`src/hw/rtl/sha512_pkg.sv`:
```
// Package with beat types, round constants and SHA-512 helper functions.
package sha512_pkg;

  typedef struct packed {
    logic [63:0] data_word;
    logic [3:0]  byte_count;
    logic        last;
  } in_beat_t;

  typedef struct packed {
    logic [63:0] digest_word;
    logic [2:0]  word_index;
    logic        digest_last;
  } out_beat_t;

  // Word handed from the front part to the core: a block word and a
  // flag that marks the final word of a message (the length word).
  typedef struct packed {
    logic [63:0] word;
    logic        msg_end;
  } wq_beat_t;

  typedef enum logic [1:0] {
    FrIdle,
    FrFill,
    FrLen
  } front_state_e;

  typedef enum logic [1:0] {
    CoLoad,
    CoRound,
    CoAdd,
    CoEmit
  } core_state_e;

  localparam int unsigned QDepth = 4;
  localparam int unsigned QAw = $clog2(QDepth);

  localparam logic [63:0] InitHash [8] = '{
    64'h6a09e667f3bcc908, 64'hbb67ae8584caa73b,
    64'h3c6ef372fe94f82b, 64'ha54ff53a5f1d36f1,
    64'h510e527fade682d1, 64'h9b05688c2b3e6c1f,
    64'h1f83d9abfb41bd6b, 64'h5be0cd19137e2179
  };

  localparam logic [63:0] RoundK [80] = '{
    64'h428a2f98d728ae22, 64'h7137449123ef65cd, 64'hb5c0fbcfec4d3b2f, 64'he9b5dba58189dbbc,
    64'h3956c25bf348b538, 64'h59f111f1b605d019, 64'h923f82a4af194f9b, 64'hab1c5ed5da6d8118,
    64'hd807aa98a3030242, 64'h12835b0145706fbe, 64'h243185be4ee4b28c, 64'h550c7dc3d5ffb4e2,
    64'h72be5d74f27b896f, 64'h80deb1fe3b1696b1, 64'h9bdc06a725c71235, 64'hc19bf174cf692694,
    64'he49b69c19ef14ad2, 64'hefbe4786384f25e3, 64'h0fc19dc68b8cd5b5, 64'h240ca1cc77ac9c65,
    64'h2de92c6f592b0275, 64'h4a7484aa6ea6e483, 64'h5cb0a9dcbd41fbd4, 64'h76f988da831153b5,
    64'h983e5152ee66dfab, 64'ha831c66d2db43210, 64'hb00327c898fb213f, 64'hbf597fc7beef0ee4,
    64'hc6e00bf33da88fc2, 64'hd5a79147930aa725, 64'h06ca6351e003826f, 64'h142929670a0e6e70,
    64'h27b70a8546d22ffc, 64'h2e1b21385c26c926, 64'h4d2c6dfc5ac42aed, 64'h53380d139d95b3df,
    64'h650a73548baf63de, 64'h766a0abb3c77b2a8, 64'h81c2c92e47edaee6, 64'h92722c851482353b,
    64'ha2bfe8a14cf10364, 64'ha81a664bbc423001, 64'hc24b8b70d0f89791, 64'hc76c51a30654be30,
    64'hd192e819d6ef5218, 64'hd69906245565a910, 64'hf40e35855771202a, 64'h106aa07032bbd1b8,
    64'h19a4c116b8d2d0c8, 64'h1e376c085141ab53, 64'h2748774cdf8eeb99, 64'h34b0bcb5e19b48a8,
    64'h391c0cb3c5c95a63, 64'h4ed8aa4ae3418acb, 64'h5b9cca4f7763e373, 64'h682e6ff3d6b2b8a3,
    64'h748f82ee5defb2fc, 64'h78a5636f43172f60, 64'h84c87814a1f0ab72, 64'h8cc702081a6439ec,
    64'h90befffa23631e28, 64'ha4506cebde82bde9, 64'hbef9a3f7b2c67915, 64'hc67178f2e372532b,
    64'hca273eceea26619c, 64'hd186b8c721c0c207, 64'heada7dd6cde0eb1e, 64'hf57d4f7fee6ed178,
    64'h06f067aa72176fba, 64'h0a637dc5a2c898a6, 64'h113f9804bef90dae, 64'h1b710b35131c471b,
    64'h28db77f523047d84, 64'h32caab7b40c72493, 64'h3c9ebe0a15c9bebc, 64'h431d67c49c100d4c,
    64'h4cc5d4becb3e42b6, 64'h597f299cfc657e2a, 64'h5fcb6fab3ad6faec, 64'h6c44198c4a475817
  };

  function automatic logic [63:0] ror64(input logic [63:0] v, input int unsigned s);
    return (v >> s) | (v << (64 - s));
  endfunction

  function automatic logic [63:0] sig0(input logic [63:0] x);
    return ror64(x, 1) ^ ror64(x, 8) ^ (x >> 7);
  endfunction

  function automatic logic [63:0] sig1(input logic [63:0] x);
    return ror64(x, 19) ^ ror64(x, 61) ^ (x >> 6);
  endfunction

  function automatic logic [63:0] bsig0(input logic [63:0] x);
    return ror64(x, 28) ^ ror64(x, 34) ^ ror64(x, 39);
  endfunction

  function automatic logic [63:0] bsig1(input logic [63:0] x);
    return ror64(x, 14) ^ ror64(x, 18) ^ ror64(x, 41);
  endfunction

endpackage

```
`src/hw/rtl/sha512_wqueue.sv`:
```
// Short FIFO of block words between the front part and the core.
module sha512_wqueue (
  input  logic                 clk_i,
  input  logic                 rst_ni,
  input  logic                 wr_valid_i,
  output logic                 wr_ready_o,
  input  sha512_pkg::wq_beat_t wr_data_i,
  output logic                 rd_valid_o,
  input  logic                 rd_ready_i,
  output sha512_pkg::wq_beat_t rd_data_o
);

  sha512_pkg::wq_beat_t mem_q [sha512_pkg::QDepth];
  logic [sha512_pkg::QAw-1:0] wp_q, rp_q;
  logic [sha512_pkg::QAw:0]   cnt_q;
  logic wr, rd;

  assign wr_ready_o = cnt_q != (sha512_pkg::QAw+1)'(sha512_pkg::QDepth);
  assign rd_valid_o = cnt_q != '0;
  assign wr = wr_valid_i && wr_ready_o;
  assign rd = rd_valid_o && rd_ready_i;
  assign rd_data_o = mem_q[rp_q];

  // Storage is written at the write pointer only.
  always_ff @(posedge clk_i) begin
    if (wr) begin
      mem_q[wp_q] <= wr_data_i;
    end
  end

  // Pointers and fill count.
  always_ff @(posedge clk_i or negedge rst_ni) begin
    if (!rst_ni) begin
      wp_q <= '0;
      rp_q <= '0;
      cnt_q <= '0;
    end else begin
      if (wr) wp_q <= wp_q + sha512_pkg::QAw'(1);
      if (rd) rp_q <= rp_q + sha512_pkg::QAw'(1);
      cnt_q <= cnt_q + {{sha512_pkg::QAw{1'b0}}, wr} - {{sha512_pkg::QAw{1'b0}}, rd};
    end
  end

  assert property (@(posedge clk_i) disable iff (!rst_ni)
    cnt_q <= (sha512_pkg::QAw+1)'(sha512_pkg::QDepth))
    else $error("queue overfilled");
  assert property (@(posedge clk_i) disable iff (!rst_ni)
    (wr && !rd) |=> cnt_q == $past(cnt_q) + (sha512_pkg::QAw+1)'(1))
    else $error("fill count missed a write");
  assert property (@(posedge clk_i) disable iff (!rst_ni)
    (rd && !wr) |=> cnt_q == $past(cnt_q) - (sha512_pkg::QAw+1)'(1))
    else $error("fill count missed a read");

endmodule

```
`config.mk`:
```
export PLATFORM = sky130hd
export DESIGN_NAME = sha512_wqueue
export DESIGN_NICKNAME = d
export VERILOG_FILES = /design/src/hw/rtl/sha512_pkg.sv /design/src/hw/rtl/sha512_wqueue.sv
export SDC_FILE = /design/constraint.sdc
export NUM_CORES = 1
export LEC_CHECK = 0
export CORE_MARGIN = 2
export CORE_UTILIZATION = 65
export DETAILED_ROUTE_END_ITERATION = 12
export DONT_BUFFER_PORTS = 1
export PLACE_DENSITY_LB_ADDON = 0.15
export SLEW_MARGIN = 20
export SYNTH_ARGS = -nofsm -noshare
export SYNTH_HDL_FRONTEND = slang
export SYNTH_SLANG_ARGS = --single-unit
```
`constraint.sdc`:
```
create_clock -name clk_i -period 8.4 [get_ports clk_i]
set_clock_uncertainty 0.15 [all_clocks]
set_input_delay 0.84 -clock clk_i [delete_from_list [all_inputs] [get_ports clk_i]]
set_output_delay 0.84 -clock clk_i [all_outputs]
set_load 0.05 [all_outputs]
```
==> results of run 1 <==
flip-flops by register name, indices dropped and copies added, names as in the netlist:
signal  cells
rp_q        2
mem_q     260
cnt_q       3
wp_q        2
per-stage QoR:
| stage | util, % | hold slack, ns | instances | worst slack, ns |
|---|---|---|---|---|
| after floorplan | - | 0.393 | 381 | 5.39 |
| after global placement | 66.7 | 0.395 | 559 | 5.05 |
| after detailed placement | 66.7 | 0.395 | 559 | 5.02 |
| after CTS | 72.5 | 0.250 | 606 | 4.48 |
| after global routing | 72.5 | 0.249 | 606 | 4.35 |
| final | 72.5 | 0.270 | 606 | 4.59 |
per-layer routing:
metal  GRT usage [%]  wire length (um)  vias up
met5           0.929                 0        -
met4            4.78               254        0
met3            5.90              1300       19
met2            30.0              7620      137
met1            28.8              6280     1994
li1                -                 -     1664
critical path, stage by stage, from the launching register on:
cell     delay [ns]
dfrtp_4        0.86
buf_4          0.65
mux4_2         0.76
cell type report:
type	instances	area (um2)	share of cell area, %
inverters	6	22.5	0.207
clock buffers	29	683	6.27
multi-input cells	93	1740	16.0
repair buffers	6	47.5	0.436
flip-flops and latches	267	7990	73.3
well taps	188	235	2.16
clock inverters	17	183	1.68
worst max path at each step:
stage	startpoint	endpoint	slack, ns	cells after the start
2_1_floorplan	wr_valid_i	mem_q[0][0]$_DFFE_PP_	5.39	1
3_3_place_gp	rp_q[0]$_DFFE_PN0P_	rd_data_o[47]	5.05	2
3_5_place_dp	rp_q[0]$_DFFE_PN0P_	rd_data_o[4]	5.02	2
4_1_cts	rp_q[0]$_DFFE_PN0P_	rd_data_o[40]	4.48	2
5_1_grt	rp_q[0]$_DFFE_PN0P_	rd_data_o[4]	4.35	2
6_report	rp_q[0]$_DFFE_PN0P_	rd_data_o[4]	4.59	2
cell usage in the layout, fill, tap and decap left out, drive strengths merged, types with 2 or more instances in the layout:
cell type	synthesis	layout
nand2b	4	4
clkinv	0	12
edfxtp	260	260
and3b	4	4
buf	13	5
dfrtp	7	7
xnor2	3	3
inv	6	6
clkbuf	2	29
nand4bb	2	2
mux4	65	65
o211ai	2	2
bufinv	0	4
ha	6	6
kinds of logic (layout without fill, tap and decap cells):
kind of cell               after synthesis  after routing  synth area share (%)
DFF                                    267            267                  80.8
muxes                                   65             65                  14.8
buffers and inverters                   21             58                  1.71
and+or+nand+nor                         13             13                  1.01
adders and majority gates                7              7                 0.963
AOI/OAI and AO/OA                        4              4                 0.329
xor gates and xnor gates                 4              4                 0.355
timing repair:
action	4_1_cts	5_1_grt
gates resized for setup	0	0
hold endpoints to repair	7	0
setup endpoints to repair	0	0
hold buffers	1	0
==> reports/results.txt, run 1 <==
status = complete, no violations
clk slew on worst S/H paths = 0.06 ns
RR Endpoint = cnt_q[2]$_DFF_PN0_
global route overflow = 0
CTS Buf Count = 26
Core Rows = 45
RSZ-0062 raised after global routing = no
clock latency on the worst-skew pair = 0.51 ns
I/O Pins = 136
Fin Setup TNS = 0 ns
Residual DRC = 0
antenna violations before repair = 0
top area cells in the synthesized netlist = edfxtp_1, mux4_2, dfrtp_1
Root Driver = clkbuf_16
Seq cells post-synth = 267
Netlist cell types = 22
placed inst area = 10000 um2
Tcrit/Tclk final = 45.3%
DRT antenna net count = 0
sequential-to-total area share from yosys stat = 80.8%
R2R Path Start = cnt_q[1]$_DFF_PN0_
P&R area growth vs syn = 10.4%
clk sink count = 267
Vias = 3814
final hold vios = 0
Post-synth EDFFs = 260
die area = 16200 um2
CP endpoint kind = output pin
most frequent cells after synthesis = edfxtp_1, mux4_2, dfrtp_1
Avg Inst Size Synth = 25.9 um2
beginning of the worst hold path = wr_data_i[13]
hpwl dp = 8940 um
Final min period = 3.81 ns
number of global-route vias before repair = 3976
measured slew at the worst slew-check pin = 0.934 ns
highest clock rate = 263 MHz
Diodes inserted = 0
synthesized net count = 457
WL final = 15500 um
GRT Total Usage = 19.6%
Die Width = 127 um
H-tree depth reported by CTS = 1
first-pass GRT wire length = 23600 um
Max clock buf depth = 3
main flop type after synthesis = edfxtp_1
post-synth top area share = 79.0%
Rel. slew slack = 37.8%
GPL Wtd Cong = 0.807
largest net degree at the start of global routing = 67
Worst Path Required = 7.41 ns
critical path class = reg2out
most frequent cell after synthesis = edfxtp_1
share of layout cells above drive strength 1 = 27.8%
routed vias/inst = 6.29
drt first pass iters = 5
Finished Cell Area = 10900 um2
asr flop ratio synth = 2.62%
Min-Delay Path Depth = 0
Final #Nets = 476
Register-to-Register Path Depth = 9
crit-path max FO = 34
1st-iter DRT viols = 369
Routed wire per std cell = 25.5 um
CTS tree = built
setup slack, reg-to-reg = 5.66 ns
fillcell total = 808
Critical Path AT = 2.82 ns
max cap viols = 0
Hold Crit Class = in2reg
Starting Density = 65.7%
Die Height = 127 um
pins over their slew limit = 0
dominant cell type by area after synthesis = edfxtp_1
CP Launch Type = flop
Cells after Synth = 381
port buffer count = 0
mapped cell area = 9880 um2
Synthesis Warnings = 0
post-CTS setup buffer count = 0
CORE AREA = 15000 um2
Worst Hold Path EP = mem_q[3][13]$_DFFE_PP_
# setup viols final = 0
Power of run 1 is left out: the tool's default activity adds up to more than one toggle a clock period on the data nets, which glitch-free logic cannot reach.
==> inputs of run 2 (changes only) <==
--- a/config.mk
+++ b/config.mk
@@ -6,7 +6,7 @@
 export NUM_CORES = 1
 export LEC_CHECK = 0
 export CORE_MARGIN = 2
-export CORE_UTILIZATION = 65
+export CORE_UTILIZATION = 56
 export DETAILED_ROUTE_END_ITERATION = 12
 export DONT_BUFFER_PORTS = 1
 export PLACE_DENSITY_LB_ADDON = 0.15
==> constraint.sdc (replaced) <==
create_clock -name clk_i -period 3.45 [get_ports clk_i]
set_clock_uncertainty 0.15 [all_clocks]
set_input_delay 0.345 -clock clk_i [delete_from_list [all_inputs] [get_ports clk_i]]
set_output_delay 0.345 -clock clk_i [all_outputs]
set_load 0.05 [all_outputs]
==> run 2 against run 1 <==
Effect of this change: sequential share of layout area is 4.1 points lower; die area is 16% higher; final area is 5.9% higher; non-clock buffer count is 69 higher; hold slack worse by 0.25 ns; critical path depth is 7 higher; final cell count is 17% higher; routed wire length is 4.4% higher; core utilization is 5.8 points lower; highest routed layer unchanged.
==> reports/results.txt, run 2 (same netlist as run 1, synthesis figures left out) <==
highest clock rate = 370 MHz
most common cell after layout, fill and taps aside = edfxtp_1
P per Cell Area = 950 nW/um2
R2R Path Start = cnt_q[1]$_DFF_PN0_
DRT antenna net count = 0 (unchanged)
largest net degree at the start of global routing = 42 (-37%)
CTS tree = built
GRT Total Usage = 17.7% (-1.9 points)
VDD IR max = 824 uV
Critical Path AT = 2.94 ns (+0.12 ns)
Starting Density = 57.1% (-8.6 points)
RR Endpoint = cnt_q[2]$_DFF_PN0_
Hold Crit Class = in2async
RSZ-0062 raised after global routing = no
CORE AREA = 17300 um2 (+15%)
Core Rows = 48 (+6.7%)
final hold vios = 0 (unchanged)
Fin Setup TNS = 0 ns (unchanged)
post-CTS setup buffer count = 0 (unchanged)
Routed wire per std cell = 22.8 um (-11%)
fin util = 66.8% (-5.8 points)
final cell count without fillers = 709 (+17%)
Final min period = 2.70 ns
critical path class = reg2reg
Vias = 4121 (+8.0%)
Fin Hold WS = 0.0239 ns (-0.246 ns)
clock latency on the worst-skew pair = 0.50 ns (about the same)
# setup viols final = 0 (unchanged)
Residual DRC = 0 (unchanged)
measured slew at the worst slew-check pin = 0.724 ns (-0.209 ns)
setup slack, reg-to-reg = 0.75 ns (-4.91 ns)
P&R area growth vs syn = 16.9%
hpwl dp = 9220 um (+3.2%)
commonest non-fill, non-tap cells in the layout = edfxtp_1, dlygate4sd3_1, mux4_2, clkbuf_16, clkbuf_1
Largest register FFs = 260 (unchanged)
Rel. slew slack = 51.6% (+14 points)
die area = 18700 um2 (+16%)
clk slew on worst S/H paths = 0.06 ns (about the same)
CP Launch Type = flop
Die Width = 137 um (+7.5%)
global route overflow = 0 (unchanged)
CP endpoint kind = flop
WL final = 16100 um (+4.4%)
share of layout cells above drive strength 1 = 22.4% (-5.4 points)
Max clock buf depth = 3 (unchanged)
Tcrit/Tclk final = 78.3%
GPL Wtd Cong = 0.751 (-6.9%)
Tot Pwr = 11.0 mW
clk sink count = 267 (unchanged)
pins over their slew limit = 0 (unchanged)
Register-to-Register Path Depth = 9 (unchanged)
antenna violations before repair = 1 (+1)
Lkg Pwr = 3.69 nW
Final #Nets = 544 (+14%)
first-pass GRT wire length = 24700 um (+4.6%)
Die Height = 137 um (+7.5%)
port buffer count = 0 (unchanged)
H-tree depth reported by CTS = 1 (unchanged)
number of global-route vias before repair = 4455 (+12%)
routed vias/inst = 5.81 (-7.6%)
crit-path max FO = 8 (-76%)
max cap viols = 0 (unchanged)
CTS Buf Count = 25 (-3.8%)
Worst Path Required = 3.68 ns (-3.73 ns)
Root Driver = clkbuf_16
I/O Pins = 136 (unchanged)
drt first pass iters = 4 (-1)
Largest Register = mem_q
1st-iter DRT viols = 235 (-36%)
Largest regs = mem_q (260), cnt_q (3)
status = complete, no violations
Placed Cells = 598 (+7.0%)
## run 2: cell count changes in the layout (fill, tap and decap cells not counted), moves of 2 or more
cell,change
clkinv_2,-4
buf_4,-4
bufinv_16,-4
dlygate4sd3_1,+67
clkbuf_16,-2
buf_12,+6
clkbuf_1,+5
## run 2: layer usage
layer  vias to the layer above  GRT usage [%]  wire length, um
met5                         -              0                0
met4                         0           4.81              287
met3                        26           4.33             1040
met2                       122           30.8             8390
met1                      2165           22.5             6410
li1                       1808              -                -
## run 2: how the worst max path moves through the flow
stage | depth (start not counted) | from | endpoint
after floorplan | 2 | cnt_q[2]$_DFF_PN0_ | mem_q[0][0]$_DFFE_PP_
after global placement | 9 | cnt_q[1]$_DFF_PN0_ | cnt_q[2]$_DFF_PN0_
after detailed placement | 9 | cnt_q[1]$_DFF_PN0_ | cnt_q[2]$_DFF_PN0_
after CTS | 9 | cnt_q[1]$_DFF_PN0_ | cnt_q[2]$_DFF_PN0_
after global routing | 9 | cnt_q[1]$_DFF_PN0_ | cnt_q[2]$_DFF_PN0_
final | 9 | cnt_q[1]$_DFF_PN0_ | cnt_q[2]$_DFF_PN0_
## run 2: stage by stage
stage,instance area (um2),setup WS [ns]
3_3_place_gp,10200,0.910
3_5_place_dp,10200,0.735
2_1_floorplan,9880,0.598
6_report,11500,0.748
4_1_cts,11500,0.738
5_1_grt,11500,0.508
## run 2: power by group
part	leakage, nW	switching, mW	internal (mW)
Clock	0.344	1.04	1.32
Sequential	2.46	0.252	4.28
Combinational	0.884	2.96	1.11
## run 2: layout make-up
cell class	count	area, um2
Clock buffer	32	652
Multi-Input combinational cell	93	1740
Timing Repair Buffer	75	808
Clock inverter	10	47.5
Fill cell	1111	5750
Tap cell	225	282
Inverter	6	22.5
Sequential cell	267	7990
Antenna cell	1	2.50
## run 2: critical path: stages (launching register included)
cell	delay, ns
dfrtp_1	0.47
nor3b_1	0.65
nand2b_1	0.19
ha_1	0.23
inv_1	0.06
ha_1	0.14
inv_1	0.05
fa_1	0.37
xnor2_1	0.15
xnor2_1	0.13
## run 2: what timing repair did
action                    CTS  global route
hold buffers               68             0
gates resized for setup     0             0
hold endpoints to repair  271             0
Note: power is estimated with default switching activity, not from simulation.
==> inputs of run 3 (changes only) <==
--- a/config.mk
+++ b/config.mk
@@ -6,7 +6,7 @@
 export NUM_CORES = 1
 export LEC_CHECK = 0
 export CORE_MARGIN = 2
-export CORE_UTILIZATION = 56
+export CORE_UTILIZATION = 62
 export DETAILED_ROUTE_END_ITERATION = 12
 export DONT_BUFFER_PORTS = 1
 export PLACE_DENSITY_LB_ADDON = 0.15
==> constraint.sdc (replaced) <==
create_clock -name clk_i -period 2.7 [get_ports clk_i]
set_clock_uncertainty 0.15 [all_clocks]
set_input_delay 0.27 -clock clk_i [delete_from_list [all_inputs] [get_ports clk_i]]
set_output_delay 0.27 -clock clk_i [all_outputs]
set_load 0.05 [all_outputs]
==> run 3 against run 2 <==
Effect of this change: sequential share of layout area decreased by 0.65 points; final cell count unchanged; global-route usage increased by 2.3 points; highest routed layer unchanged.
==> reports/results.txt, run 3 (same netlist as run 1, synthesis figures left out) <==
H-tree depth reported by CTS = 1 (unchanged)
P per Cell Area = 1230 nW/um2 (+30%)
Vias = 4154 (+0.80%)
WL final = 16400 um (+1.6%)
clock latency on the worst-skew pair = 0.52 ns (+0.02 ns)
I/O Pins = 136 (unchanged)
status = complete, no violations
Diodes inserted = 0 (-1)
CTS Buf Count = 26 (+4.0%)
VDD IR max = 1120 uV (+35%)
antenna violations before repair = 0 (-1)
CORE AREA = 15700 um2 (-9.2%)
first-pass GRT wire length = 25200 um (+2.4%)
Lkg Pwr = 3.76 nW (+2.0%)
Routed wire per std cell = 23.1 um (+1.6%)
max cap viols = 0 (unchanged)
GPL Wtd Cong = 0.784 (+4.4%)
critical path class = reg2out
commonest non-fill, non-tap cells in the layout = edfxtp_1, dlygate4sd3_1, mux4_2, clkbuf_16, clkbuf_1
die area = 17000 um2 (-9.4%)
GRT Total Usage = 20.0% (+2.3 points)
Residual DRC = 0 (unchanged)
hpwl dp = 9310 um (+0.92%)
RSZ-0062 raised after global routing = no
Fin Setup TNS = 0 ns (unchanged)
DRT antenna net count = 0 (unchanged)
Die Height = 130 um (-4.8%)
drt first pass iters = 4 (unchanged)
P&R area growth vs syn = 18.0%
crit path max-delay cell type = mux4_2
Final min period = 2.59 ns
clk sink count = 267 (unchanged)
clk slew on worst S/H paths = 0.06 ns (about the same)
Final WS setup = 0.108 ns (-0.640 ns)
Starting Density = 62.9% (+5.8 points)
Tcrit/Tclk final = 96.0%
WP buf/inv = 1 (-1)
most common cell after layout, fill and taps aside = edfxtp_1
largest net degree at the start of global routing = 36 (-14%)
placed inst area = 10200 um2 (+0.16%)
Max clock buf depth = 3 (unchanged)
global route overflow = 0 (unchanged)
Largest Register = mem_q
Die Width = 130 um (-4.8%)
area occupied by multi-input gates = 1740 um2 (unchanged)
# setup viols final = 0 (unchanged)
pins over their slew limit = 0 (unchanged)
highest clock rate = 386 MHz
crit-path max FO = 28 (+20)
Final #Nets = 553 (+1.7%)
critical path's top delay family = multiplexers
number of global-route vias before repair = 4485 (+0.67%)
Critical Path AT = 2.17 ns (-0.77 ns)
Core Rows = 46 (-4.2%)
register area = 7990 um2 (unchanged)
Min-Delay Path Depth = 1
Register-to-Register Path Depth = 9 (unchanged)
fillcell total = 845 (-24%)
final hold vios = 0 (unchanged)
1st-iter DRT viols = 229 (-2.6%)
CTS tree = built
WP depth = 2 (-7)
port buffer count = 0 (unchanged)
final cell count without fillers = 709 (unchanged)
share of layout cells above drive strength 1 = 23.7% (+1.4 points)
Placed Cells = 596 (-0.33%)
Largest regs = mem_q (260), cnt_q (3)
CP endpoint kind = output pin
DP Worst Slack = 0.293 ns (-0.442 ns)
Finished Cell Area = 11700 um2 (+0.95%)
Rel. slew slack = 64.6% (+13 points)
measured slew at the worst slew-check pin = 0.531 ns (-0.194 ns)
Hold Crit Class = in2reg
routed vias/inst = 5.86 (+0.80%)
Largest register FFs = 260 (unchanged)
CP Launch Type = flop
Worst Path Required = 2.28 ns (-1.40 ns)
crit-path cells = buf_12 -> mux4_2
Root Driver = clkbuf_16
Slowest Stage Delay on Critical Path = 0.71 ns (+0.06 ns)
run 3: power by group:
part	switching [mW]	internal, mW	leakage, nW
clock network	1.37	1.95	0.382
logic	3.79	1.45	0.920
registers	0.344	5.47	2.46
run 3: worst register-to-register path: cells and delay by family, from the launching register on:
| family | cells | cell delay [ns] |
|---|---|---|
| fa+ha+maj | 3 | 0.73 |
| xor+xnor | 2 | 0.33 |
| simple gates | 2 | 0.53 |
| flops | 1 | 0.46 |
| buf+inv | 2 | 0.11 |
run 3: path summary, 6_finish.rpt:
path / start / endpoint / slack [ns]
min in group asynchronous: rst_ni / cnt_q[1]$_DFF_PN0_ / 0.47
max in group asynchronous: rst_ni / rp_q[1]$_DFFE_PN0P_ / 1.65
worst min register to register: wp_q[1]$_DFFE_PN0P_ / wp_q[1]$_DFFE_PN0P_ / 0.46
worst max-delay path: rp_q[0]$_DFFE_PN0P_ / rd_data_o[32] / 0.11
worst max register to register: cnt_q[1]$_DFF_PN0_ / cnt_q[2]$_DFF_PN0_ / 0.30
worst min-delay path: wr_valid_i / mem_q[3][5]$_DFFE_PP_ / 0.07
run 3: area by class of cell:
type | instances | share of cell area, %
multi-input combinational | 93 | 14.9
timing repair buffer | 83 | 7.26
tap | 216 | 2.32
clock buffer | 39 | 6.27
clock inverter | 5 | 0.472
inverter | 6 | 0.193
sequential | 267 | 68.5
run 3: routing by layer:
metal	up-vias	wire, um	GRT usage, %	part of all wire [%]
li1	1830	-	-	-
met1	2184	6820	27.7	42
met2	117	8110	32.4	49
met3	23	1150	5.33	7.0
met4	0	308	5.76	1.9
met5	-	0	0	0
run 3: stage by stage:
step	total power, mW	hold slack, ns	util [%]
floorplan	10.4	-0.176	-
global placement	11.0	-0.175	64.8
detailed placement	11.1	-0.175	64.8
CTS	14.6	0.0592	74.2
global route	14.9	0.0575	74.2
finish	14.4	0.0722	74.2
run 3: timing repair:
item	4_1_cts	5_1_grt
setup buffers	0	0
gates resized for setup	0	0
endpoints found under the hold margin	271	0
hold buffers	69	0
