==> src/hw/rtl/sha512_pkg.sv <==
// Package with beat types, round constants and SHA-512 helper functions.
package sha512_pkg;

  typedef struct packed {
    logic [63:0] data_word;
    logic [3:0]  byte_count;
    logic        last;
  } in_beat_t;

  typedef struct packed {
    logic [63:0] digest_word;
    logic [2:0]  word_index;
    logic        digest_last;
  } out_beat_t;

  // Word handed from the front part to the core: a block word and a
  // flag that marks the final word of a message (the length word).
  typedef struct packed {
    logic [63:0] word;
    logic        msg_end;
  } wq_beat_t;

  typedef enum logic [1:0] {
    FrIdle,
    FrFill,
    FrLen
  } front_state_e;

  typedef enum logic [1:0] {
    CoLoad,
    CoRound,
    CoAdd,
    CoEmit
  } core_state_e;

  localparam int unsigned QDepth = 4;
  localparam int unsigned QAw = $clog2(QDepth);

  localparam logic [63:0] InitHash [8] = '{
    64'h6a09e667f3bcc908, 64'hbb67ae8584caa73b,
    64'h3c6ef372fe94f82b, 64'ha54ff53a5f1d36f1,
    64'h510e527fade682d1, 64'h9b05688c2b3e6c1f,
    64'h1f83d9abfb41bd6b, 64'h5be0cd19137e2179
  };

  localparam logic [63:0] RoundK [80] = '{
    64'h428a2f98d728ae22, 64'h7137449123ef65cd, 64'hb5c0fbcfec4d3b2f, 64'he9b5dba58189dbbc,
    64'h3956c25bf348b538, 64'h59f111f1b605d019, 64'h923f82a4af194f9b, 64'hab1c5ed5da6d8118,
    64'hd807aa98a3030242, 64'h12835b0145706fbe, 64'h243185be4ee4b28c, 64'h550c7dc3d5ffb4e2,
    64'h72be5d74f27b896f, 64'h80deb1fe3b1696b1, 64'h9bdc06a725c71235, 64'hc19bf174cf692694,
    64'he49b69c19ef14ad2, 64'hefbe4786384f25e3, 64'h0fc19dc68b8cd5b5, 64'h240ca1cc77ac9c65,
    64'h2de92c6f592b0275, 64'h4a7484aa6ea6e483, 64'h5cb0a9dcbd41fbd4, 64'h76f988da831153b5,
    64'h983e5152ee66dfab, 64'ha831c66d2db43210, 64'hb00327c898fb213f, 64'hbf597fc7beef0ee4,
    64'hc6e00bf33da88fc2, 64'hd5a79147930aa725, 64'h06ca6351e003826f, 64'h142929670a0e6e70,
    64'h27b70a8546d22ffc, 64'h2e1b21385c26c926, 64'h4d2c6dfc5ac42aed, 64'h53380d139d95b3df,
    64'h650a73548baf63de, 64'h766a0abb3c77b2a8, 64'h81c2c92e47edaee6, 64'h92722c851482353b,
    64'ha2bfe8a14cf10364, 64'ha81a664bbc423001, 64'hc24b8b70d0f89791, 64'hc76c51a30654be30,
    64'hd192e819d6ef5218, 64'hd69906245565a910, 64'hf40e35855771202a, 64'h106aa07032bbd1b8,
    64'h19a4c116b8d2d0c8, 64'h1e376c085141ab53, 64'h2748774cdf8eeb99, 64'h34b0bcb5e19b48a8,
    64'h391c0cb3c5c95a63, 64'h4ed8aa4ae3418acb, 64'h5b9cca4f7763e373, 64'h682e6ff3d6b2b8a3,
    64'h748f82ee5defb2fc, 64'h78a5636f43172f60, 64'h84c87814a1f0ab72, 64'h8cc702081a6439ec,
    64'h90befffa23631e28, 64'ha4506cebde82bde9, 64'hbef9a3f7b2c67915, 64'hc67178f2e372532b,
    64'hca273eceea26619c, 64'hd186b8c721c0c207, 64'heada7dd6cde0eb1e, 64'hf57d4f7fee6ed178,
    64'h06f067aa72176fba, 64'h0a637dc5a2c898a6, 64'h113f9804bef90dae, 64'h1b710b35131c471b,
    64'h28db77f523047d84, 64'h32caab7b40c72493, 64'h3c9ebe0a15c9bebc, 64'h431d67c49c100d4c,
    64'h4cc5d4becb3e42b6, 64'h597f299cfc657e2a, 64'h5fcb6fab3ad6faec, 64'h6c44198c4a475817
  };

  function automatic logic [63:0] ror64(input logic [63:0] v, input int unsigned s);
    return (v >> s) | (v << (64 - s));
  endfunction

  function automatic logic [63:0] sig0(input logic [63:0] x);
    return ror64(x, 1) ^ ror64(x, 8) ^ (x >> 7);
  endfunction

  function automatic logic [63:0] sig1(input logic [63:0] x);
    return ror64(x, 19) ^ ror64(x, 61) ^ (x >> 6);
  endfunction

  function automatic logic [63:0] bsig0(input logic [63:0] x);
    return ror64(x, 28) ^ ror64(x, 34) ^ ror64(x, 39);
  endfunction

  function automatic logic [63:0] bsig1(input logic [63:0] x);
    return ror64(x, 14) ^ ror64(x, 18) ^ ror64(x, 41);
  endfunction

endpackage

==> src/hw/rtl/sha512_front.sv <==
// Front part: takes message beats, applies padding and the length word.
module sha512_front (
  input  logic                 clk_i,
  input  logic                 rst_ni,
  input  logic                 in_valid_i,
  output logic                 in_ready_o,
  input  sha512_pkg::in_beat_t in_data_i,
  output logic                 wq_valid_o,
  input  logic                 wq_ready_i,
  output sha512_pkg::wq_beat_t wq_data_o
);

  sha512_pkg::front_state_e state_q, state_d;
  logic [3:0]  pos_q, pos_d;
  logic [63:0] len_q, len_d;
  logic        pad8_q, pad8_d;

  logic [3:0]  cnt;
  logic [63:0] keep, pad, last_word;
  logic        push;

  // Clamp the byte count and build the padded final word.
  always_comb begin
    cnt = (in_data_i.byte_count > 4'd8) ? 4'd8 : in_data_i.byte_count;
    keep = (cnt == 4'd0) ? 64'd0 : ~(64'hffffffffffffffff >> {cnt[3:0], 3'b000});
    pad = 64'h8000000000000000 >> {cnt[3:0], 3'b000};
    last_word = (cnt == 4'd8) ? in_data_i.data_word : ((in_data_i.data_word & keep) | pad);
  end

  // Next-state logic.
  always_comb begin
    state_d = state_q;
    pos_d = pos_q;
    len_d = len_q;
    pad8_d = pad8_q;
    push = wq_valid_o && wq_ready_i;
    case (state_q)
      sha512_pkg::FrIdle: begin
        if (push) begin
          pos_d = pos_q + 4'd1;
          if (in_data_i.last) begin
            len_d = len_q + {57'd0, cnt, 3'b000};
            pad8_d = (cnt == 4'd8);
            state_d = sha512_pkg::FrFill;
          end else begin
            len_d = len_q + 64'd64;
          end
        end
      end
      sha512_pkg::FrFill: begin
        if (push) begin
          pos_d = pos_q + 4'd1;
          pad8_d = 1'b0;
          if (pos_q == 4'd14 && !pad8_q) begin
            state_d = sha512_pkg::FrLen;
          end
        end
      end
      sha512_pkg::FrLen: begin
        if (push) begin
          pos_d = 4'd0;
          len_d = 64'd0;
          state_d = sha512_pkg::FrIdle;
        end
      end
      default: state_d = sha512_pkg::FrIdle;
    endcase
  end

  // Output logic.
  always_comb begin
    wq_valid_o = 1'b0;
    in_ready_o = 1'b0;
    wq_data_o.word = 64'd0;
    wq_data_o.msg_end = 1'b0;
    case (state_q)
      sha512_pkg::FrIdle: begin
        wq_valid_o = in_valid_i;
        in_ready_o = wq_ready_i;
        wq_data_o.word = in_data_i.last ? last_word : in_data_i.data_word;
      end
      sha512_pkg::FrFill: begin
        wq_valid_o = 1'b1;
        wq_data_o.word = pad8_q ? 64'h8000000000000000 : 64'd0;
      end
      sha512_pkg::FrLen: begin
        wq_valid_o = 1'b1;
        wq_data_o.word = len_q;
        wq_data_o.msg_end = 1'b1;
      end
      default: ;
    endcase
  end

  always_ff @(posedge clk_i or negedge rst_ni) begin
    if (!rst_ni) begin
      state_q <= sha512_pkg::FrIdle;
      pos_q <= 4'd0;
      len_q <= 64'd0;
      pad8_q <= 1'b0;
    end else begin
      state_q <= state_d;
      pos_q <= pos_d;
      len_q <= len_d;
      pad8_q <= pad8_d;
    end
  end

  // The length word always lands in the last slot of a block.
  assert property (@(posedge clk_i) disable iff (!rst_ni)
    state_q == sha512_pkg::FrLen |-> pos_q == 4'd15)
    else $error("length word not in last block slot");
  // Input is taken only while no padding is in progress.
  assert property (@(posedge clk_i) disable iff (!rst_ni)
    in_ready_o |-> state_q == sha512_pkg::FrIdle)
    else $error("input taken during padding");
  // After the length word the position restarts at zero.
  assert property (@(posedge clk_i) disable iff (!rst_ni)
    (state_q == sha512_pkg::FrLen && push) |=> pos_q == 4'd0)
    else $error("position not cleared at message end");

endmodule

==> config.mk <==
export PLATFORM = sky130hd
export DESIGN_NAME = sha512_front
export DESIGN_NICKNAME = d
export VERILOG_FILES = /design/src/hw/rtl/sha512_pkg.sv /design/src/hw/rtl/sha512_front.sv
export SDC_FILE = /design/constraint.sdc
export NUM_CORES = 1
export LEC_CHECK = 0
export BUFFER_PORTS_ARGS = -buffer_cell sky130_fd_sc_hd__buf_4
export CAP_MARGIN = 10
export CORE_MARGIN = 5
export CORE_UTILIZATION = 53
export CTS_CLUSTER_DIAMETER = 150
export DETAILED_ROUTE_END_ITERATION = 12
export PLACE_DENSITY = 0.81
export RECOVER_POWER = 100
export SYNTH_ARGS = -nofsm -noshare
export SYNTH_HDL_FRONTEND = slang
export SYNTH_SLANG_ARGS = --single-unit
export TNS_END_PERCENT = 30
==> constraint.sdc <==
create_clock -name clk_i -period 3.3 [get_ports clk_i]
set_input_delay 0.495 -clock clk_i [delete_from_list [all_inputs] [get_ports clk_i]]
set_output_delay 0.495 -clock clk_i [all_outputs]
set_load 0.02 [all_outputs]
==> impl_metrics.env, run 1 <==
export IMPL_crit_family="simple AND/OR/NAND/NOR gates"
export IMPL_grt_usage=0.286
export IMPL_grt_max_degree=69
export IMPL_drt_iter0_markers=489
export IMPL_cp_cell_sequence="inv_1 > ha_1 > inv_1 > nor2_1 > a22oi_1 > nor2_1 > clkbuf_1"
export IMPL_coreArea_um2=9200
export IMPL_synth_seq_cells=68
export IMPL_route_met3_wl_um=1560
export IMPL_synth_area_leader_cell="dfrtp_1"
export IMPL_clk_pin_slew_worst_paths_ps=80
export IMPL_hold_start="in_data_i[0]"
export IMPL_wl_per_cell_um=19.0
export IMPL_synth_edff_count=0
export IMPL_setup_viol=0
export IMPL_layout_drive_gt1_share=0.184
export IMPL_synth_area_leaders="dfrtp_1, a22oi_1, nor2_1"
export IMPL_fin_worst_skew_ps=8.56
export IMPL_globalRoute_totalOverflow=0
export IMPL_met2WireLength_um=8060
export IMPL_fmax_ghz=0.316
export IMPL_startpoint="state_q[1]"
export IMPL_vias=5786
export IMPL_die_h_um=107
export IMPL_netlist_area_leader_share=0.341
export IMPL_cp_max_fo=12
export IMPL_slowest_delay_ps=590
export IMPL_worst_setup_path_type="register to output pin"
export IMPL_worst_endpoint_required_ps=2800
export IMPL_p_int_uw=2210
export IMPL_timing_final_crit_period_ps=3170
export IMPL_startpoint_type="register"
export IMPL_seqPwrFrac=0.249
export IMPL_synth_ff_type="dfrtp_1"
export IMPL_hold_path_class="input pin to register"
export IMPL_firstDrtPassIters=7
export IMPL_slowest_stage="nor2_1"
export IMPL_switchingPower_uw=2030
export IMPL_htreeDepth=3
export IMPL_netlist_area_um2=4990
export IMPL_wl_met1_um=6780
export IMPL_yosysWarningCount=0
export IMPL_power_uw=4240
export IMPL_io_pins=140
export IMPL_finalSetupTns_ps=0
export IMPL_clockBufferDepth=2
export IMPL_p_leak_uw=0.00258
export IMPL_grt_first_pass_wirelength_um=26800
export IMPL_num_antenna_cells=0
export IMPL_peakVddDrop_uv=494
export IMPL_drt_vias_per_instance=6.61
export IMPL_die_x_um=107
export IMPL_start_util=0.543
export IMPL_netlist_top_cells_count="nor2_1, dfrtp_1, a21oi_1, a22oi_1, nand2_1"
export IMPL_tightest_slew_ps=1750
export IMPL_clockPowerShare=0.208
export IMPL_utilization=0.672
export IMPL_power_density_nw_per_um2=686
export IMPL_synthArstFlopShare=1.00
export IMPL_r2r_start="state_q[1]"
export IMPL_violations="capacitance limit, slew limit"
export IMPL_swShare=0.479
export IMPL_drt_total_wl_um=16700
export IMPL_nets=845
export IMPL_cp_end_kind="output pin"
export IMPL_antenna_left=0
export IMPL_syn_nets=721
export IMPL_drc=0
export IMPL_ys_types=51
export IMPL_power_frac_comb=0.543
export IMPL_drv_cap=1
export IMPL_crit_buf_inv=3
export IMPL_slew_violations=69
export IMPL_row_count=35
export IMPL_period_share=0.959
export IMPL_cts_setup_buffers=0
export IMPL_rsz0062_at_grt="false"
export IMPL_antenna_found_initial=0
export IMPL_hold_viol=0
export IMPL_syn_inst=636
export IMPL_dp_hpwl_um=12100
export IMPL_cts_buffers=9
export IMPL_area_delta_synth_final_pct=23.7
export IMPL_clockRootBuffer="clkbuf_8"
export IMPL_port_buffers=139
export IMPL_top_layer="met4"
export IMPL_yosysMostFrequentCell="nor2_1"
export IMPL_die_area_um2=11500
export IMPL_cts_tree="yes"
export IMPL_clkSinkCount=68
export IMPL_gp_congestion=0.962
export IMPL_synth_avg_cell_area_um2=7.85
export IMPL_insertion_delay_ps=340
export IMPL_seq_area_frac_synth=0.341
export IMPL_critPathArrivalTime_ps=2670
export IMPL_slew_headroom=-0.165
export IMPL_grt_pass1_vias=5438
export IMPL_run_status="finished, violations left"
power by group through the flow:
stage	Sequential (µW)	Clock [µW]	Combinational, µW
after global routing	1070	924	2480
after detailed placement	1070	0	2490
final	1060	883	2300
after global placement	1060	0	2440
after CTS	1050	888	2510
after floorplan	1010	0	1550
final cells by class:
class,instances,area [µm²]
repair buffers,152,957
inverters,14,52.6
clock buffers,11,151
clock inverters,5,106
flip-flops and latches,68,1700
multi-input cells,515,3070
well taps,111,139
fillers,832,3020
state kept, by name, summed over array words and instances, names as in the netlist:
signal	flops
len_q	61
pad8_q	1
pos_q	4
state_q	2
placed cells by master (no fill, tap or decap), types with 5 or more instances in the layout:
cell      count
and4_1        6
nand4_1      24
a22oi_1      52
nor3_1       16
nor2_1       89
nand2_1      38
inv_1        14
nor4_1       11
xnor2_1       7
dfrtp_1      68
clkbuf_8     11
buf_4        94
clkbuf_1     31
or3_1        18
nand2b_1      5
o31ai_1      29
clkbuf_2     27
a21oi_1      60
nand3_1      30
or4_1        26
ha_1         10
nor2b_1       8
o21ai_0      32
tightest hold or removal path, cell delays in order:
cell     delay, ps
buf_4          170
nand2_1        110
o31ai_1         80
cell families (layout without fill, tap and decap cells):
family / after synthesis / in the layout / share of synthesized area
AND/OR/NAND/NOR: 288 / 288 / 0.297
AO/OA/AOI/OAI: 201 / 201 / 0.261
multiplexers: 4 / 4 / 0.00802
XOR/XNOR: 10 / 10 / 0.0175
flip-flops: 68 / 68 / 0.341
buffers and inverters: 53 / 182 / 0.0438
adder cells (fa/ha/maj): 12 / 12 / 0.0316
timing repair:
| action | in CTS | in global routing |
|---|---|---|
| hold buffers | 0 | 0 |
| resized for setup | 0 | 1 |
| endpoints found under the setup margin | 0 | 2 |
per-stage QoR:
stage / instances / setup slack [ps] / hold WS, ps / cell area (µm²)
after detailed placement: 860 / 230 / 544 / 6130
after global placement: 860 / 327 / 531 / 6130
after global routing: 876 / 21.4 / 562 / 6180
after floorplan: 636 / 361 / 199 / 4990
final: 876 / 134 / 547 / 6180
after CTS: 876 / 165 / 293 / 6380
routing by layer:
metal / track usage / vias to the layer above
met4: 0.0749 / 0
li1: - / 2673
met3: 0.0596 / 25
met1: 0.383 / 2795
met5: 0 / -
met2: 0.471 / 293
path summary, 6_finish.rpt:
kind,end,slack (ps),cells after the start
worst max-delay path,wq_data_o[53],130,7
worst min register to register,pos_q[1],570,2
max in group asynchronous,len_q[22],1660,1
min in group asynchronous,len_q[3],590,1
worst min-delay path,len_q[5],550,3
worst max register to register,len_q[18],150,7
(Power assumes the default switching activity.)
==> run 2, diff against run 1 <==
--- a/config.mk
+++ b/config.mk
@@ -9,8 +9,8 @@
 export CAP_MARGIN = 10
 export CORE_MARGIN = 5
-export CORE_UTILIZATION = 53
+export CORE_UTILIZATION = 48
 export CTS_CLUSTER_DIAMETER = 150
 export DETAILED_ROUTE_END_ITERATION = 12
-export PLACE_DENSITY = 0.81
+export PLACE_DENSITY = 0.77
 export RECOVER_POWER = 100
 export SYNTH_ARGS = -nofsm -noshare
==> constraint.sdc (replaced) <==
create_clock -name clk_i -period 2.7 [get_ports clk_i]
set_input_delay 0.405 -clock clk_i [delete_from_list [all_inputs] [get_ports clk_i]]
set_output_delay 0.405 -clock clk_i [all_outputs]
set_load 0.05 [all_outputs]
==> impl_metrics.env, run 2 (synthesis results as in run 1) <==
export IMPL_die_x_um=112
export IMPL_tightest_slew_ps=1690
export IMPL_dp_hpwl_um=12500
export IMPL_layout_commonest_cell="buf_4"
export IMPL_power_density_nw_per_um2=975
export IMPL_nets=873
export IMPL_drt_total_wl_um=16800
export IMPL_cp_end_kind="output pin"
export IMPL_globalRoute_totalOverflow=0
export IMPL_row_count=37
export IMPL_cp_max_fo=7
export IMPL_worst_setup_path_type="register to output pin"
export IMPL_timing_final_crit_period_ps=2590
export IMPL_fin_worst_skew_ps=19.2
export IMPL_period_share=0.959
export IMPL_gp_congestion=0.951
export IMPL_drv_cap=1
export IMPL_clockRootBuffer="clkbuf_8"
export IMPL_grt_first_pass_wirelength_um=27400
export IMPL_die_h_um=112
export IMPL_cts_buffers=9
export IMPL_hold_path_class="input pin to register"
export IMPL_firstDrtPassIters=5
export IMPL_p_leak_uw=0.00285
export IMPL_holdBufCountCts=0
export IMPL_grt_usage=0.261
export IMPL_fmax_ghz=0.386
export IMPL_drc=0
export IMPL_largest_register_ffs=61
export IMPL_port_buffers=139
export IMPL_clk_pin_slew_worst_paths_ps=80
export IMPL_top_regs="len_q x61, pos_q x4, state_q x2"
export IMPL_grt_pass1_vias=5549
export IMPL_layout_drive_gt1_share=0.288
export IMPL_drt_iter0_markers=406
export IMPL_hold_ws_ps=460
export IMPL_htreeDepth=3
export IMPL_wl_per_cell_um=18.1
export IMPL_finalSetupTns_ps=0
export IMPL_violations="capacitance limit, slew limit"
export IMPL_cts_tree="yes"
export IMPL_rsz0062_at_grt="true"
export IMPL_slew_violations=69
export IMPL_hold_viol=0
export IMPL_run_status="finished, violations left"
export IMPL_top_register="len_q"
export IMPL_die_area_um2=12500
export IMPL_coreArea_um2=10200
export IMPL_critPathArrivalTime_ps=2190
export IMPL_area_delta_synth_final_pct=33.2
export IMPL_io_pins=140
export IMPL_antenna_left=0
export IMPL_vias=5863
export IMPL_worst_endpoint_required_ps=2300
export IMPL_setup_viol=0
export IMPL_clockBufferDepth=2
export IMPL_insertion_delay_ps=360
export IMPL_peakVddDrop_uv=859
export IMPL_start_util=0.488
export IMPL_drt_vias_per_instance=6.31
export IMPL_num_antenna_cells=0
export IMPL_grt_max_degree=69
export IMPL_slew_headroom=-0.124
export IMPL_startpoint_type="register"
export IMPL_clkSinkCount=68
export IMPL_antenna_found_initial=0
export IMPL_most_common_layout_cells="buf_4, nor2_1, dfrtp_1"
[run 2: cell count changes in the layout (fill, tap and decap cells not counted), moves of 6 or more]
cell / previous run / this run
buf_4: 94 / 175
a21oi_2: 0 / 6
a21oi_1: 60 / 54
nor2_1: 89 / 72
clkbuf_2: 27 / 2
nor2_2: 1 / 18
clkbuf_1: 31 / 1
[run 2: what timing repair did]
| action | 4_1_cts | 5_1_grt |
|---|---|---|
| resized for setup | 6 | 4 |
| endpoints found under the setup margin | 45 | 59 |
| pin swaps | 1 | 2 |
| buffers inserted | 1 | 1 |
[run 2: per-stage QoR]
stage               worst slack, ps  instance area, µm²  total power [µW]  cells   util
finish                          110                6650              6480    929  0.650
global route                  -44.5                6650              6820    929  0.650
CTS                           -11.7                6640              6440    928  0.649
detailed placement             -140                6410              5520    911  0.626
global placement              -47.3                6410              5440    911  0.626
floorplan                      -133                5050              4160    636      -
[run 2: area by class of cell]
| type | instances | area, µm² |
|---|---|---|
| clock buffer | 9 | 124 |
| multi-input combinational | 515 | 3160 |
| inverter | 14 | 52.6 |
| sequential | 68 | 1700 |
| tap | 136 | 170 |
| fill | 879 | 3580 |
| clock inverter | 7 | 75.1 |
| timing repair buffer | 180 | 1370 |
[run 2: worst paths after layout]
kind / start / endpoint / slack [ps] / cells after the start
setup / recovery: state_q[0] / wq_data_o[53] / 110 / 7
hold / removal: in_data_i[0] / len_q[5] / 460 / 3
setup reg to reg: state_q[0] / len_q[55] / 200 / 8
hold reg to reg: pos_q[1] / pos_q[1] / 560 / 2
max in group asynchronous: rst_ni / len_q[17] / 1210 / 1
min in group asynchronous: rst_ni / pos_q[1] / 470 / 1
[run 2: metal layers]
metal,vias up,share of wire,GRT usage,routed length (µm)
met4,0,0.023,0.0946,386
met3,28,0.072,0.0442,1220
met1,2860,0.41,0.344,6830
li1,2736,-,-,-
met5,-,0,0,0
met2,239,0.50,0.435,8380
[run 2: report_power, final]
part	internal, µW	switching (µW)
clock	431	435
combinational	1380	2960
sequential	1130	154
[run 2: worst max-delay path: stages, from the launching register on]
cell,delay [ps]
dfrtp_1,430
inv_2,110
ha_4,180
inv_1,100
nor2_1,510
a22oi_1,150
nor2_1,130
buf_4,210
==> run 3, diff against run 2 <==
Settings changed: CORE_UTILIZATION 48 to 53, PLACE_DENSITY 0.77 to 0.81.
Clock period 2.7 ns to 2.95 ns, I/O delays scaled along.
==> impl_metrics.env, run 3 (synthesis results as in run 1) <==
export IMPL_power_density_nw_per_um2=888
export IMPL_layout_commonest_cell="buf_4"
export IMPL_worst_endpoint_required_ps=2510
export IMPL_cts_tree="yes"
export IMPL_finalSetupTns_ps=0
export IMPL_fin_worst_skew_ps=10.2
export IMPL_firstDrtPassIters=6
export IMPL_clockBufferDepth=2
export IMPL_clkSinkCount=68
export IMPL_top_register="len_q"
export IMPL_vias=5793
export IMPL_r2r_end="pos_q[3]"
export IMPL_p_leak_uw=0.00271
export IMPL_coreArea_um2=9200
export IMPL_die_area_um2=11500
export IMPL_hold_start="in_data_i[0]"
export IMPL_largest_register_ffs=61
export IMPL_grt_first_pass_wirelength_um=27200
export IMPL_top_regs="len_q x61, pos_q x4, state_q x2"
export IMPL_slowest_delay_ps=430
export IMPL_row_count=35
export IMPL_drt_vias_per_instance=6.52
export IMPL_drc=0
export IMPL_peakVddDrop_uv=490
export IMPL_dp_cells=873
export IMPL_r2r_start="state_q[1]"
export IMPL_timing_final_crit_period_ps=2860
export IMPL_fin_cells=889
export IMPL_drt_iter0_markers=435
export IMPL_antenna_left=0
export IMPL_nets=858
export IMPL_setup_viol=0
export IMPL_area_delta_synth_final_pct=26.0
export IMPL_period_share=0.969
export IMPL_hold_viol=0
export IMPL_htreeDepth=3
export IMPL_insertion_delay_ps=350
export IMPL_met2WireLength_um=7960
export IMPL_cp_max_fo=9
export IMPL_slew_violations=69
export IMPL_die_h_um=107
export IMPL_hold_path_class="input pin to register"
export IMPL_cp_end_kind="output pin"
export IMPL_port_buffers=139
export IMPL_violations="capacitance limit, slew limit"
export IMPL_startpoint_type="register"
export IMPL_clockRootBuffer="clkbuf_8"
export IMPL_rrSetupSlack_ps=220
export IMPL_cts_buffers=9
export IMPL_fmax_ghz=0.350
export IMPL_die_x_um=107
export IMPL_drv_cap=1
export IMPL_tightest_slew_ps=1730
export IMPL_wl_per_cell_um=18.7
export IMPL_antenna_found_initial=0
export IMPL_grt_max_degree=69
export IMPL_run_status="finished, violations left"
export IMPL_worst_setup_path_type="register to output pin"
export IMPL_io_pins=140
export IMPL_route_met3_wl_um=1440
export IMPL_utilization=0.684
export IMPL_grt_usage=0.291
export IMPL_top_layer="met4"
export IMPL_power_uw=5580
export IMPL_clk_pin_slew_worst_paths_ps=80
export IMPL_drt_total_wl_um=16700
export IMPL_hold_path_endpoint="len_q[5]"
export IMPL_critPathArrivalTime_ps=2420
export IMPL_layout_drive_gt1_share=0.233
export IMPL_globalRoute_totalOverflow=0
export IMPL_slew_headroom=-0.150
export IMPL_wl_met1_um=6890
export IMPL_crit_family="buffers and inverters"
export IMPL_start_util=0.543
export IMPL_worstHoldPathCells=3
export IMPL_dp_hpwl_um=12000
export IMPL_r2r_cells=10
export IMPL_slowest_stage="dfrtp_1"
export IMPL_rsz0062_at_grt="false"
export IMPL_most_common_layout_cells="buf_4, nor2_1, dfrtp_1"
export IMPL_num_antenna_cells=0
export IMPL_cts_setup_buffers=0
export IMPL_cp_cell_sequence="inv_1 > ha_1 > buf_4 > inv_1 > nor2_2 > o21ai_0 > a21oi_1 > buf_4"
export IMPL_crit_buf_inv=4
export IMPL_grt_pass1_vias=5443
export IMPL_gp_congestion=0.948
## run 3: tightest hold or removal path: stages
cell	delay [ps]
buf_4	170
nand2_1	110
o31ai_1	80
## run 3: metrics by stage
step | setup slack (ps) | instance area, µm² | hold WS (ps)
floorplan | 24.6 | 5000 | 147
global placement | 105 | 6240 | 519
detailed placement | -16.9 | 6240 | 545
CTS | 125 | 6430 | 254
global route | 10.5 | 6290 | 520
finish | 91.3 | 6290 | 500
## run 3: final cells by class
| cell class | instances | area [µm²] |
|---|---|---|
| well taps | 111 | 139 |
| clock buffers | 10 | 128 |
| multi-input cells | 515 | 3090 |
| clock inverters | 6 | 63.8 |
| inverters | 14 | 52.6 |
| flip-flops and latches | 68 | 1700 |
| fillers | 802 | 2910 |
| repair buffers | 165 | 1120 |
## run 3: where the power goes
group | total (µW) | internal [µW] | switching [µW]
clock network | 789 | 391 | 398
registers | 1180 | 1030 | 146
logic | 3620 | 977 | 2640
total | 5580 | 2400 | 3180
## run 3: repair_timing
| action | in CTS | in global routing |
|---|---|---|
| hold buffers | 0 | 0 |
| endpoints found under the setup margin | 1 | 2 |
| gates resized for setup | 1 | 1 |
| hold endpoints to repair | 0 | 0 |
## run 3: worst max path at each step
stage            startpoint       endpoint  slack, ps  cells past startpoint
2_1_floorplan    state_q[0]  wq_data_o[32]         20                      6
4_1_cts          state_q[1]  wq_data_o[56]        130                      8
3_5_place_dp   in_data_i[4]      len_q[45]        -20                     10
6_report         state_q[1]  wq_data_o[56]         90                      8
5_1_grt          state_q[1]  wq_data_o[56]         10                      8
3_3_place_gp   in_data_i[4]      len_q[35]        110                     10
## run 3: metal layers
metal  vias up  global-route usage
met5         -                   0
met4         0               0.105
met3        38              0.0494
met2       292               0.466
met1      2773               0.394
li1       2690                   -
